<file path="src/design/atas_pkg.sv">
// Shared types, fixed-point constants and tables of the additive tone synthesiser.
package atas_pkg;

    // shared multiplier operand and product
    localparam int MW = 35;
    typedef logic signed [MW-1:0]   mop_t;
    typedef logic signed [2*MW-1:0] mprod_t;

    // configuration port
    localparam int CFG_AW = 3;
    localparam int CFG_DW = 32;

    typedef enum logic [CFG_AW-1:0] {
        REG_VOICE_COUNT,
        REG_STEP_A,
        REG_STEP_B,
        REG_STEP_C,
        REG_STEP_D,
        REG_NOTE_LENGTH,
        REG_SAMPLE_RATE
    } cfg_reg_t;

    // sine polynomial, Q28
    localparam mop_t Q28_ONE     = mop_t'(268435456);
    localparam mop_t Q28_PI      = mop_t'(843314857);
    localparam mop_t Q28_SIXTH   = mop_t'(44739243);
    localparam mop_t Q28_120TH   = mop_t'(2236962);
    localparam int   SINE_SHIFT  = 41;

    // x2 / 5040 by reciprocal, one correction step
    localparam mop_t DIV_5040          = mop_t'(5040);
    localparam mop_t RECIP_5040        = mop_t'(852176);
    localparam int   RECIP_5040_SHIFT  = 32;

    // v / 5 by reciprocal, exact below 2^18
    localparam mop_t RECIP_5       = mop_t'(52429);
    localparam int   RECIP_5_SHIFT = 18;

    // envelope, clip and output gain, Q15
    localparam logic [16:0] UNITY_Q15   = 17'd32768;
    localparam logic [16:0] SUSTAIN_ENV = 17'd27853;
    localparam mop_t SUSTAIN_Q15    = mop_t'(27853);
    localparam mop_t DECAY_GAIN     = mop_t'(98304);
    localparam mop_t CLIP_Q30       = mop_t'(858993459);
    localparam mop_t CLIP_SLOPE_Q15 = mop_t'(9830);
    localparam mop_t OUT_GAIN_Q15   = mop_t'(29491);
    localparam mop_t FULL_SCALE     = mop_t'(32767);

    localparam logic [15:0] HARM_WEIGHT [8] = '{
        16'd19661, 16'd6554, 16'd3932, 16'd1966, 16'd983, 16'd0, 16'd0, 16'd0
    };

    localparam logic [15:0] INV_SQRT_Q15 [8] = '{
        16'd32768, 16'd23170, 16'd18919, 16'd16384,
        16'd14654, 16'd13377, 16'd12385, 16'd11585
    };

endpackage

</file>
<file path="src/design/atas_mul.sv">
// Shared signed multiplier with registered product.
module atas_mul (
    input  logic            clk,
    input  atas_pkg::mop_t  op_a,
    input  atas_pkg::mop_t  op_b,
    output atas_pkg::mprod_t prod
);
    import atas_pkg::*;

    mprod_t prod_reg;

    always_ff @(posedge clk)
    begin
        prod_reg <= mprod_t'(op_a) * mprod_t'(op_b);
    end

    assign prod = prod_reg;

endmodule

</file>
<file path="config.mk">
export PLATFORM = sky130hd
export DESIGN_NAME = atas_mul
export DESIGN_NICKNAME = d
export VERILOG_FILES = /design/src/design/atas_pkg.sv /design/src/design/atas_mul.sv
export SDC_FILE = /design/constraint.sdc
export NUM_CORES = 2
export LEC_CHECK = 0
export BUFFER_PORTS_ARGS = -buffer_cell sky130_fd_sc_hd__buf_2
export CAP_MARGIN = 5
export CORE_ASPECT_RATIO = 2
export CORE_MARGIN = 5
export CORE_UTILIZATION = 60
export CTS_CLUSTER_SIZE = 12
export DETAILED_ROUTE_END_ITERATION = 7
export HOLD_SLACK_MARGIN = 0.06
export PLACE_DENSITY = 0.76
export SYNTH_ARGS = -nofsm -noshare
export SYNTH_HDL_FRONTEND = slang
export SYNTH_SLANG_ARGS = --single-unit
</file>
<file path="constraint.sdc">
create_clock -name clk -period 18.55 [get_ports clk]
set_input_delay 5.565 -clock clk [delete_from_list [all_inputs] [get_ports clk]]
set_output_delay 5.565 -clock clk [all_outputs]
set_load 0.01 [all_outputs]
</file>
==> impl_metrics.py <==
metrics = {
    "worst_setup_path": {
        "critPathMaxFanout": 35,
        "end_kind": "flop",
        "crit_start": "op_b[3]",
        "cp.required_ns": 18.86,
        "crit_type": "in2reg",
        "crit_arrival_ns": 14.68,
        "start_kind": "input pin",
    },
    "placed_design": {
        "placed_area_mm2": 0.0458,
        "place.detailed.hpwl_mm": 109,
        "routabilityCongestion": 0.966,
        "port_buffers": 140,
    },
    "synthesis": {
        "syn-instance-count": 4671,
        "synthArstFlopShare": 0,
        "syn_area_mm2": 0.0448,
        "yosysWarnings": 0,
        "synth-edff-count": 0,
        "ys_seq_elements": 70,
        "synth_seq_area_share": 0.0313,
        "synth_nets": 6260,
        "synthFlopType": "dfxtp_1",
        "ys_types": 71,
        "post_synth.cell_area_avg_um2": 9.60,
    },
    "finish": {
        "drive_gt1_frac": 0.0439,
        "num-nets-final": 6181,
        "final_cell_mix": "fa_1 (1310), inv_1 (1158), and2_1 (667)",
        "final_core_util": 0.623,
        "syn_to_final_growth_pct": 2.88,
        "largest_reg_flops": 70,
        "design_area_mm2": 0.0461,
        "mostFrequentLayoutCell": "fa_1",
    },
    "route": {
        "via_per_inst": 5.98,
        "drt-wirelength-per-cell_um": 25.6,
        "routed-wl-met2_mm": 71.9,
        "drtAntennaViolNets": 0,
        "num_vias": 33100,
        "drc_errors": 0,
        "highest_layer": "met5",
        "drtPass1Iterations": 5,
        "wl_mm": 142,
        "wl_met1_mm": 36.7,
        "dr_wl_met3_mm": 11.0,
        "dr.first_iter.drc_count": 2060,
    },
    "clocking": {
        "cts_hold_buf": 0,
        "cts_made_buffers": 9,
        "cts_tree": "done",
        "postCtsSetupBuffers": 0,
        "cts-root-buf": "clkbuf_16",
        "post_cts_resize_count": 0,
        "h-tree-depth": 3,
        "clock_sinks": 70,
        "clockBufferDepth": 2,
        "clk_pin_slew_worst_paths_ns": 0.07,
    },
    "floorplanning": {
        "core_area_mm2": 0.0741,
        "ios": 141,
        "die_h_um": 397,
        "dieArea_mm2": 0.0806,
        "start_util": 0.605,
        "rows": 141,
        "chipWidth_um": 203,
    },
    "sta": {
        "worst_hold_slack_ns": 5.84,
        "period_share": 0.775,
        "max_clock_freq_mhz": 69.6,
        "period_needed_ns": 14.37,
        "hold_viol": 0,
        "setup_tns_ns": 0,
        "worst_slew_margin_rel": 0.307,
        "worst_slew_pin_slew_ns": 1.03,
        "finalSetupViolations": 0,
        "rsz0062_at_grt": "false",
        "drv_slew": 0,
    },
    "global_routing": {
        "grt.overflow.total": 0,
        "antenna_found_initial": 14,
        "grt_pass1_vias": 38600,
        "grt.total_usage": 0.366,
        "grt_start_max_net_pins": 36,
        "grt_pass1_wl_mm": 216,
    },
    "worst_hold_path": {
        "whs_endpoint": "prod[0]",
        "hold_class": "in2reg",
        "hold_start": "op_a[0]",
        "worstHoldPathCells": 2,
    },
    "flow_run": {
        "maxCapViolCount": 0,
    },
    "outcome": {
        "status": "finished clean",
    },
}
-- final cells by class --
type                    instances  area (µm²)
repair buffers                161         858
clock buffers                   9         225
fillers                      6115       28000
clock inverters                 7        80.1
multi-input cells            3191       38000
well taps                     929        1160
inverters                    1159        4350
flip-flops and latches         70        1400
diodes                          4        10.0
-- per-stage QoR --
step                cells  worst slack [ns]
floorplan            4671              5.00
global placement     5510              4.04
detailed placement   5510              3.85
CTS                  5526              4.27
global route         5526              3.85
finish               5530              4.18
-- worst max-delay path by stage --
stage | endpoint | slack [ns] | cells past startpoint
floorplan | prod[68] | 5.00 | 28
global placement | prod[68] | 4.04 | 25
detailed placement | prod[68] | 3.85 | 25
CTS | prod[68] | 4.27 | 25
global route | prod[68] | 3.85 | 26
finish | prod[68] | 4.18 | 25
-- critical path, stage by stage --
cell and delay (ns):
buf_2 0.64, and2_1 0.29, fa_1 0.51, fa_1 0.57
fa_1 0.96, inv_1 0.15, fa_1 0.95, inv_1 0.45
fa_1 0.57, fa_1 0.50, fa_1 0.49, inv_1 0.06
fa_1 0.48, inv_1 0.05, ha_1 0.38, a21o_1 0.21
a21o_1 0.17, a21oi_1 0.20, o21ai_0 0.11, a221o_1 0.35
a21o_1 0.21, a31oi_1 0.37, o21a_1 0.19, o21ai_1 0.07
xor2_1 0.15
-- cells in the mapped netlist (all sizes together), types with 3 or more instances --
cell    number  share of area
ha         207          0.058
nand3        9         0.0012
inv       1159          0.097
and4         4        0.00081
nor2        53         0.0045
a21oi       76         0.0086
fa        1311           0.59
nor2b        5        0.00070
clkbuf     231          0.020
a211o        3        0.00059
a21o        39         0.0066
xor2        25         0.0049
and3        12         0.0017
buf         19         0.0036
o21bai      12         0.0020
o211ai       5        0.00084
or3          3        0.00045
dfxtp       70          0.031
nand2      569          0.048
o21ai       48         0.0056
and2       667          0.093
nand4       17         0.0025
a31oi        8         0.0011
o31ai        3        0.00081
nand2b      15         0.0021
o21a         9         0.0015
a211oi       3        0.00050
xnor2       54          0.011
-- layer usage --
metal  vias to the layer above  global-route usage
met5                         -                   0
met4                        14               0.417
met3                      1059              0.0873
met2                      1919               0.625
met1                     17000               0.325
li1                      13100                   -
-- logic make-up (layout without fill, tap and decap cells) --
logic type / Yosys count / in the layout / share of synthesized area
AO/OA/AOI/OAI: 229 / 229 / 0.0335
XOR/XNOR: 79 / 79 / 0.0154
adder cells (fa/ha/maj): 1518 / 1518 / 0.643
buffers and inverters: 1410 / 1336 / 0.120
flip-flops: 70 / 70 / 0.0313
other: 0 / 4 / 0
AND/OR/NAND/NOR: 1365 / 1365 / 0.156
Power is not shown: default switching activity piles up to over one toggle a cycle in this logic, so the estimate is an artifact.
