<file path="config.mk">
export PLATFORM = sky130hd
export DESIGN_NAME = atas_div
export DESIGN_NICKNAME = d
export VERILOG_FILES = /design/src/design/atas_div.sv
export SDC_FILE = /design/constraint.sdc
export NUM_CORES = 1
export LEC_CHECK = 0
export ABC_AREA = 1
export ABC_CLOCK_PERIOD_IN_PS = 2000
export BUFFER_PORTS_ARGS = -buffer_cell sky130_fd_sc_hd__buf_2
export CORE_MARGIN = 5
export CORE_UTILIZATION = 30
export CTS_CLUSTER_DIAMETER = 120
export DETAILED_ROUTE_END_ITERATION = 7
export HOLD_SLACK_MARGIN = 0.1
export PLACE_DENSITY = 0.6
export SKIP_CTS_REPAIR_TIMING = 1
export SYNTH_ARGS = -nofsm -noshare
export SYNTH_HDL_FRONTEND = slang
export SYNTH_SLANG_ARGS = --single-unit
</file>
<file path="constraint.sdc">
create_clock -name clk -period 2 [get_ports clk]
set_input_delay 0.1 -clock clk [delete_from_list [all_inputs] [get_ports clk]]
set_output_delay 0.1 -clock clk [all_outputs]
set_load 0.02 [all_outputs]
</file>
<file path="src/design/atas_div.sv">
// Restoring unsigned divider, one quotient bit per cycle.
module atas_div #(
    parameter int NW = 39,
    parameter int DW = 27
) (
    input  logic          clk,
    input  logic          rst_n,
    input  logic          start,
    input  logic [NW-1:0] num,
    input  logic [DW-1:0] den,
    output logic          busy,
    output logic [NW-1:0] quot
);
    localparam int CW = $clog2(NW + 1);

    logic [CW-1:0] cnt_reg;
    logic [DW:0]   rem_reg;
    logic [NW-1:0] quo_reg;
    logic [DW-1:0] den_reg;
    logic [DW:0]   shifted;
    logic          fits;

    assign shifted = {rem_reg[DW-1:0], quo_reg[NW-1]};
    assign fits    = shifted >= {1'b0, den_reg};

    always_ff @(posedge clk or negedge rst_n)
    begin
        if (!rst_n)
        begin
            cnt_reg <= '0;
            rem_reg <= '0;
            quo_reg <= '0;
            den_reg <= '0;
        end
        else if (start)
        begin
            cnt_reg <= CW'(NW);
            rem_reg <= '0;
            quo_reg <= num;
            den_reg <= den;
        end
        else if (cnt_reg != '0)
        begin
            cnt_reg <= cnt_reg - 1'b1;
            rem_reg <= fits ? (shifted - {1'b0, den_reg}) : shifted;
            quo_reg <= {quo_reg[NW-2:0], fits};
        end
    end

    assign busy = cnt_reg != '0;
    assign quot = quo_reg;

endmodule

</file>
==> results of run 1 <==
## kinds of logic after synthesis
group           after synthesis  share of synthesized area
xor+xnor                     14                     0.0188
fa+ha+maj                    29                     0.0568
compound gates               96                     0.0940
simple gates                494                      0.325
flops                        99                      0.380
buf+inv                     210                      0.125
## synthesized netlist by cell type
cell	n
nand2_1	346
inv_1	178
dfrtp_1	99
nand3_1	60
o21ai_0	38
nor2_1	33
nand4_1	29
ha_1	28
a22oi_1	18
clkbuf_1	16
a21oi_1	15
o221ai_1	13
xnor2_1	10
buf_2	9
o211ai_1	9
nand3_2	7
nor2_2	4
nor3_1	4
xor2_1	4
buf_1	3
nand2_2	3
and2_1	2
buf_6	2
nor3_2	2
a21oi_4	1
buf_4	1
fa_1	1
inv_2	1
nand3_4	1
nand4_2	1
nor3_4	1
o21a_1	1
o21bai_1	1
or2_1	1
## worst register-to-register path, stage by stage (launching register included)
cell     delay (ns)
dfrtp_2        0.41
inv_2          0.07
ha_4           0.13
inv_4          0.03
fa_2           0.34
buf_4          0.16
nand2_2        0.07
nand2_1        0.06
nand3_1        0.09
nand2_2        0.09
buf_4          0.15
xnor2_2        0.14
nand2_2        0.08
nand3_2        0.05
nand2_1        0.05
## placed cells by master, fill, tap and decap left out, types with 11 or more instances in the layout
master,instances
nand3_1,43
ha_1,11
nand4_1,29
a22oi_1,18
ha_4,15
o221ai_1,13
buf_2,106
dlygate4sd3_1,67
nand3_2,24
inv_2,11
nand2_2,32
o21ai_0,37
inv_1,167
dfrtp_1,98
a21oi_1,11
nand2_1,311
buf_4,102
nor2_1,28
## per-stage QoR
step / utilization / setup WS (ns) / setup TNS, ns / hold WS, ns
6_report: 0.447 / -0.0441 / -0.387 / 0.200
5_1_grt: 0.447 / -0.154 / -3.06 / 0.206
4_1_cts: 0.391 / -0.150 / -3.27 / -0.268
3_5_place_dp: 0.377 / -0.130 / -2.67 / 0.128
3_3_place_gp: 0.377 / -0.130 / -1.56 / 0.122
2_1_floorplan: - / -0.0471 / -0.851 / -0.196
## power groups by stage
stage	Sequential, mW	Clock (mW)	Combinational [mW]
final	2.65	1.80	6.71
after global routing	2.70	1.94	7.49
after CTS	2.59	1.86	5.71
after detailed placement	2.62	0	5.68
after global placement	2.62	0	5.61
after floorplan	2.70	0	3.39
## final cells by class
class	count	area, um^2	share of cell area
flip-flops and latches	99	2480	0.256
clock buffers	10	239	0.0247
clock inverters	6	62.6	0.00647
multi-input cells	634	3730	0.386
well taps	280	350	0.0362
repair buffers	285	2140	0.221
inverters	179	674	0.0697
## metal layers
layer  global-route usage  vias to the layer above
met3               0.0448                       29
met4               0.0389                        0
met2                0.262                      167
li1                     -                     3487
met5                    0                        -
met1                0.207                     3154
## worst max-delay path by stage
stage                            from           to  slack (ns)
final                        quot[38]   rem_reg[8]       -0.04
after floorplan              quot[38]   rem_reg[0]       -0.05
after global routing      rem_reg[12]  rem_reg[23]       -0.15
after detailed placement     quot[38]  rem_reg[16]       -0.13
after CTS                    quot[38]  rem_reg[16]       -0.15
after global placement       quot[38]  rem_reg[16]       -0.13
==> results.sh, run 1 <==
export IMPL_pwr_share_seq=0.238
export IMPL_cp_common_cell="nand2_2"
export IMPL_synth_warnings=0
export IMPL_place_congestion=0.948
export IMPL_slew_viol_final=0
export IMPL_synth_seq_area_share=0.380
export IMPL_synth_area_leaders="dfrtp_1 (38%), nand2_1 (20%), inv_1 (10%)"
export IMPL_hp_class="in2reg"
export IMPL_p_int_mw=6.35
export IMPL_clock_skew_ns=0.0117
export IMPL_r2r_setup_slack_ns=-0.04
export IMPL_status="complete, but fails checks"
export IMPL_fmaxAchievable_mhz=489
export IMPL_crit_fanout=3
export IMPL_path_cells="inv_2, ha_4, inv_4, fa_2, buf_4, nand2_2, nand2_1, nand3_1, nand2_2, buf_4, xnor2_2, nand2_2, nand3_2, nand2_1"
export IMPL_io_pins=109
export IMPL_path_buf_inv=4
export IMPL_drive_above_1_share=0.289
export IMPL_path_depth=14
export IMPL_place_area_mm2=0.00816
export IMPL_firstDrtPassIters=4
export IMPL_grt_pass1_vias=6549
export IMPL_synth_top_area_share=0.380
export IMPL_total_power_mw=11.2
export IMPL_start_util=0.302
export IMPL_grt_max_degree=42
export IMPL_cts_buffer_depth=2
export IMPL_r2r_end="rem_reg[8]"
export IMPL_wl_met2_mm=9.51
export IMPL_timing_rr_start="quot[38]"
export IMPL_tightest_slew_ns=0.552
export IMPL_hpwl_mm=14.8
export IMPL_antenna_found_initial=0
export IMPL_crit_type="reg2reg"
export IMPL_coreArea_mm2=0.0216
export IMPL_final_nets=1306
export IMPL_crit_arrival_ns=2.30
export IMPL_clk_pin_slew_ns=0.07
export IMPL_syn_instance_count=942
export IMPL_setup_viol=18
export IMPL_ir_worst_vdd_v=0.000512
export IMPL_fillCellCount=2148
export IMPL_final_cells=1493
export IMPL_rows=54
export IMPL_slew_headroom=0.632
export IMPL_period_share=1.02
export IMPL_min_delay_path_depth=3
export IMPL_grt_pass1_wl_mm=32.1
export IMPL_p_comb_frac=0.601
export IMPL_clkLatencyLatePin_ns=0.37
export IMPL_met1_length_mm=9.18
export IMPL_finalWirelength_mm=20.2
export IMPL_syn_nets=1040
export IMPL_vias_per_cell=4.58
export IMPL_cap_viol_max_count=0
export IMPL_start_kind="register"
export IMPL_cts_max_level=3
export IMPL_netSwitchingFraction=0.432
export IMPL_hold_viol=0
export IMPL_crit_family="simple AND/OR/NAND/NOR gates"
export IMPL_synthesis_area_mm2=0.00653
export IMPL_p_switching_mw=4.82
export IMPL_cp_required_ns=2.25
export IMPL_synth_top_area_cell="dfrtp_1"
export IMPL_numCtsBuffers=9
export IMPL_die_h_um=157
export IMPL_power_density_mw_per_mm2=1150
export IMPL_io_buffers=108
export IMPL_die_area_mm2=0.0248
export IMPL_min_to="den_reg[0]"
export IMPL_fin_crit_ns=2.04
export IMPL_cp_slowest_stage_delay_ns=0.41
export IMPL_die_w_um=157
export IMPL_remaining_drc_errors=0
export IMPL_final_area_mm2=0.00967
export IMPL_cts_sinks=99
export IMPL_ys_ff_latch=99
export IMPL_rsz0062_at_grt="yes"
export IMPL_timing_final_ws_setup_ns=-0.0441
export IMPL_violations="setup timing"
export IMPL_syn_to_final_growth_pct=48.2
export IMPL_r2r_cells=14
export IMPL_highest_layer="met4"
export IMPL_leakage_nw=5.20
export IMPL_p_clk_frac=0.162
export IMPL_largest_reg_flops=39
export IMPL_root_buffer="clkbuf_16"
export IMPL_critPathSlowestCell="dfrtp_2"
export IMPL_grt_overflow=0
export IMPL_route_met3_wl_mm=1.16
export IMPL_n_antenna_cell=0
export IMPL_via_count=6837
export IMPL_post_drt_wl_per_cell_um=13.5
export IMPL_cts_tree="built"
export IMPL_synth_avg_cell_area_um2=6.93
export IMPL_dp_cells=1400
export IMPL_end_kind="register"
export IMPL_drt_iter0_markers=340
export IMPL_postRouteAntennaNets=0
export IMPL_grt_util_all_layers=0.159
export IMPL_holdCritStartpoint="start"
export IMPL_synthDistinctLibCells=34
Note: power is estimated with default switching activity, not from simulation.
==> inputs of run 2 (changes only) <==
- CORE_UTILIZATION: 30 -> 52
- PLACE_DENSITY: 0.6 -> 0.88
==> run 2 against run 1 <==
  * The run still ends with setup timing left
  * Clock power about the same
  * Register-to-register slack worse by 0.12 ns
  * Total power down 4.6%
  * Non-clock buffer count down 38
  * Utilization up 28 points
==> results.sh, run 2 (synthesis results as in run 1) <==
export IMPL_slew_viol_final=0
export IMPL_fmaxAchievable_mhz=463
export IMPL_netSwitchingFraction=0.451
export IMPL_timing_final_ws_setup_ns=-0.162
export IMPL_final_cell_mix="nand2_1 (330), inv_1 (172), buf_2 (107), dfrtp_1 (98), dlygate4sd3_1 (68)"
export IMPL_drive_above_1_share=0.236
export IMPL_cts_sinks=99
export IMPL_rows=41
export IMPL_period_share=1.08
export IMPL_tightest_slew_ns=0.575
export IMPL_hold_worst_slack_ns=0.222
export IMPL_cts_max_level=3
export IMPL_vias_per_cell=5.48
export IMPL_hold_viol=0
export IMPL_cp_slowest_stage_delay_ns=0.40
export IMPL_leakage_nw=4.95
export IMPL_violations="setup timing"
export IMPL_clock_skew_ns=0.0171
export IMPL_crit_type="reg2reg"
export IMPL_slew_headroom=0.617
export IMPL_end_kind="register"
export IMPL_pwr_share_seq=0.251
export IMPL_postRouteAntennaNets=0
export IMPL_io_buffers=108
export IMPL_cts_tree="built"
export IMPL_p_int_mw=5.85
export IMPL_cts_buffer_depth=2
export IMPL_start_util=0.523
export IMPL_n_antenna_cell=0
export IMPL_utilization=0.730
export IMPL_via_count=7397
export IMPL_firstDrtPassIters=6
export IMPL_io_pins=109
export IMPL_crit_fanout=8
export IMPL_die_h_um=122
export IMPL_cp_required_ns=2.26
export IMPL_fin_crit_ns=2.16
export IMPL_antenna_found_initial=0
export IMPL_clk_pin_slew_ns=0.09
export IMPL_die_w_um=122
export IMPL_place_area_mm2=0.00773
export IMPL_root_buffer="clkbuf_16"
export IMPL_p_switching_mw=4.80
export IMPL_hp_class="in2async"
export IMPL_crit_arrival_ns=2.42
export IMPL_finalWirelength_mm=22.4
export IMPL_drt_iter0_markers=611
export IMPL_hpwl_mm=13.4
export IMPL_critPathSlowestCell="dfrtp_1"
export IMPL_p_clk_frac=0.171
export IMPL_path_cells="inv_1, ha_1, inv_1, nor3_4, nand2_2, nor3_2, nand2_4, nand3_4, buf_12, nand3_1, nand2_1, nand2_1"
export IMPL_start_kind="register"
export IMPL_power_density_mw_per_mm2=1170
export IMPL_setup_viol=43
export IMPL_grt_overflow=0
export IMPL_final_common_cell="nand2_1"
export IMPL_coreArea_mm2=0.0125
export IMPL_final_nets=1270
export IMPL_ir_worst_vdd_v=0.000648
export IMPL_largest_reg_flops=39
export IMPL_die_area_mm2=0.0149
export IMPL_rsz0062_at_grt="yes"
export IMPL_numCtsBuffers=9
export IMPL_grt_pass1_wl_mm=29.7
export IMPL_syn_to_final_growth_pct=39.5
export IMPL_post_drt_wl_per_cell_um=16.6
export IMPL_grt_max_degree=61
export IMPL_clkLatencyLatePin_ns=0.37
export IMPL_fillCellCount=865
export IMPL_grt_util_all_layers=0.248
export IMPL_remaining_drc_errors=0
export IMPL_p_comb_frac=0.579
export IMPL_cap_viol_max_count=0
export IMPL_final_area_mm2=0.00910
export IMPL_place_congestion=0.949
export IMPL_fin_setup_tns_ns=-2.91
export IMPL_grt_pass1_vias=6523
export IMPL_status="complete, but fails checks"
export IMPL_r2r_cells=12
-- run 2: layout make-up --
class / count / area [um^2] / area share
Clock buffer: 9 / 225 / 0.0247
Clock inverter: 7 / 86.3 / 0.00948
Inverter: 179 / 678 / 0.0745
Multi-Input combinational cell: 633 / 3570 / 0.392
Sequential cell: 99 / 2480 / 0.272
Tap cell: 172 / 215 / 0.0236
Timing Repair Buffer: 247 / 1830 / 0.201
Timing Repair inverter: 3 / 22.5 / 0.00247
-- run 2: path summary, 6_finish.rpt --
path / startpoint / slack [ns] / endpoint
max in group asynchronous: rst_n / 1.13 / den_reg[20]
worst min register to register: rem_reg[3] / 0.51 / rem_reg[3]
min in group clk: den[16] / 0.48 / den_reg[16]
worst max-delay path: den_reg[26] / -0.16 / rem_reg[23]
worst min-delay path: rst_n / 0.22 / rem_reg[12]
worst max register to register: den_reg[26] / -0.16 / rem_reg[23]
-- run 2: metal layers --
metal,vias to the layer above,wire [um],global-route usage
li1,3417,-,-
met1,3442,8570,0.317
met2,431,10900,0.422
met3,107,1880,0.0580
met4,0,1010,0.0693
met5,-,0,0
-- run 2: power groups by stage --
stage / Clock, mW / Sequential [mW] / Combinational (mW)
after floorplan: 0 / 2.70 / 3.39
after global placement: 0 / 2.63 / 5.09
after detailed placement: 0 / 2.64 / 5.22
after CTS: 1.82 / 2.61 / 5.26
after global routing: 1.91 / 2.70 / 6.81
final: 1.82 / 2.67 / 6.16
-- run 2: per-stage QoR --
step           worst slack [ns]  instances  total power, mW
2_1_floorplan           -0.0471        942             6.10
3_3_place_gp            -0.0549       1260             7.72
3_5_place_dp            -0.0891       1260             7.85
4_1_cts                  -0.110       1276             9.69
5_1_grt                  -0.261       1349             11.4
6_report                 -0.162       1349             10.7
-- run 2: worst max-delay path, delay by kind of cell (launching register included) --
family / cells / cell delay, ns
AND/OR/NAND/NOR: 8 / 1.04
flip-flops: 1 / 0.40
buffers and inverters: 3 / 0.33
adder cells (fa/ha/maj): 1 / 0.30
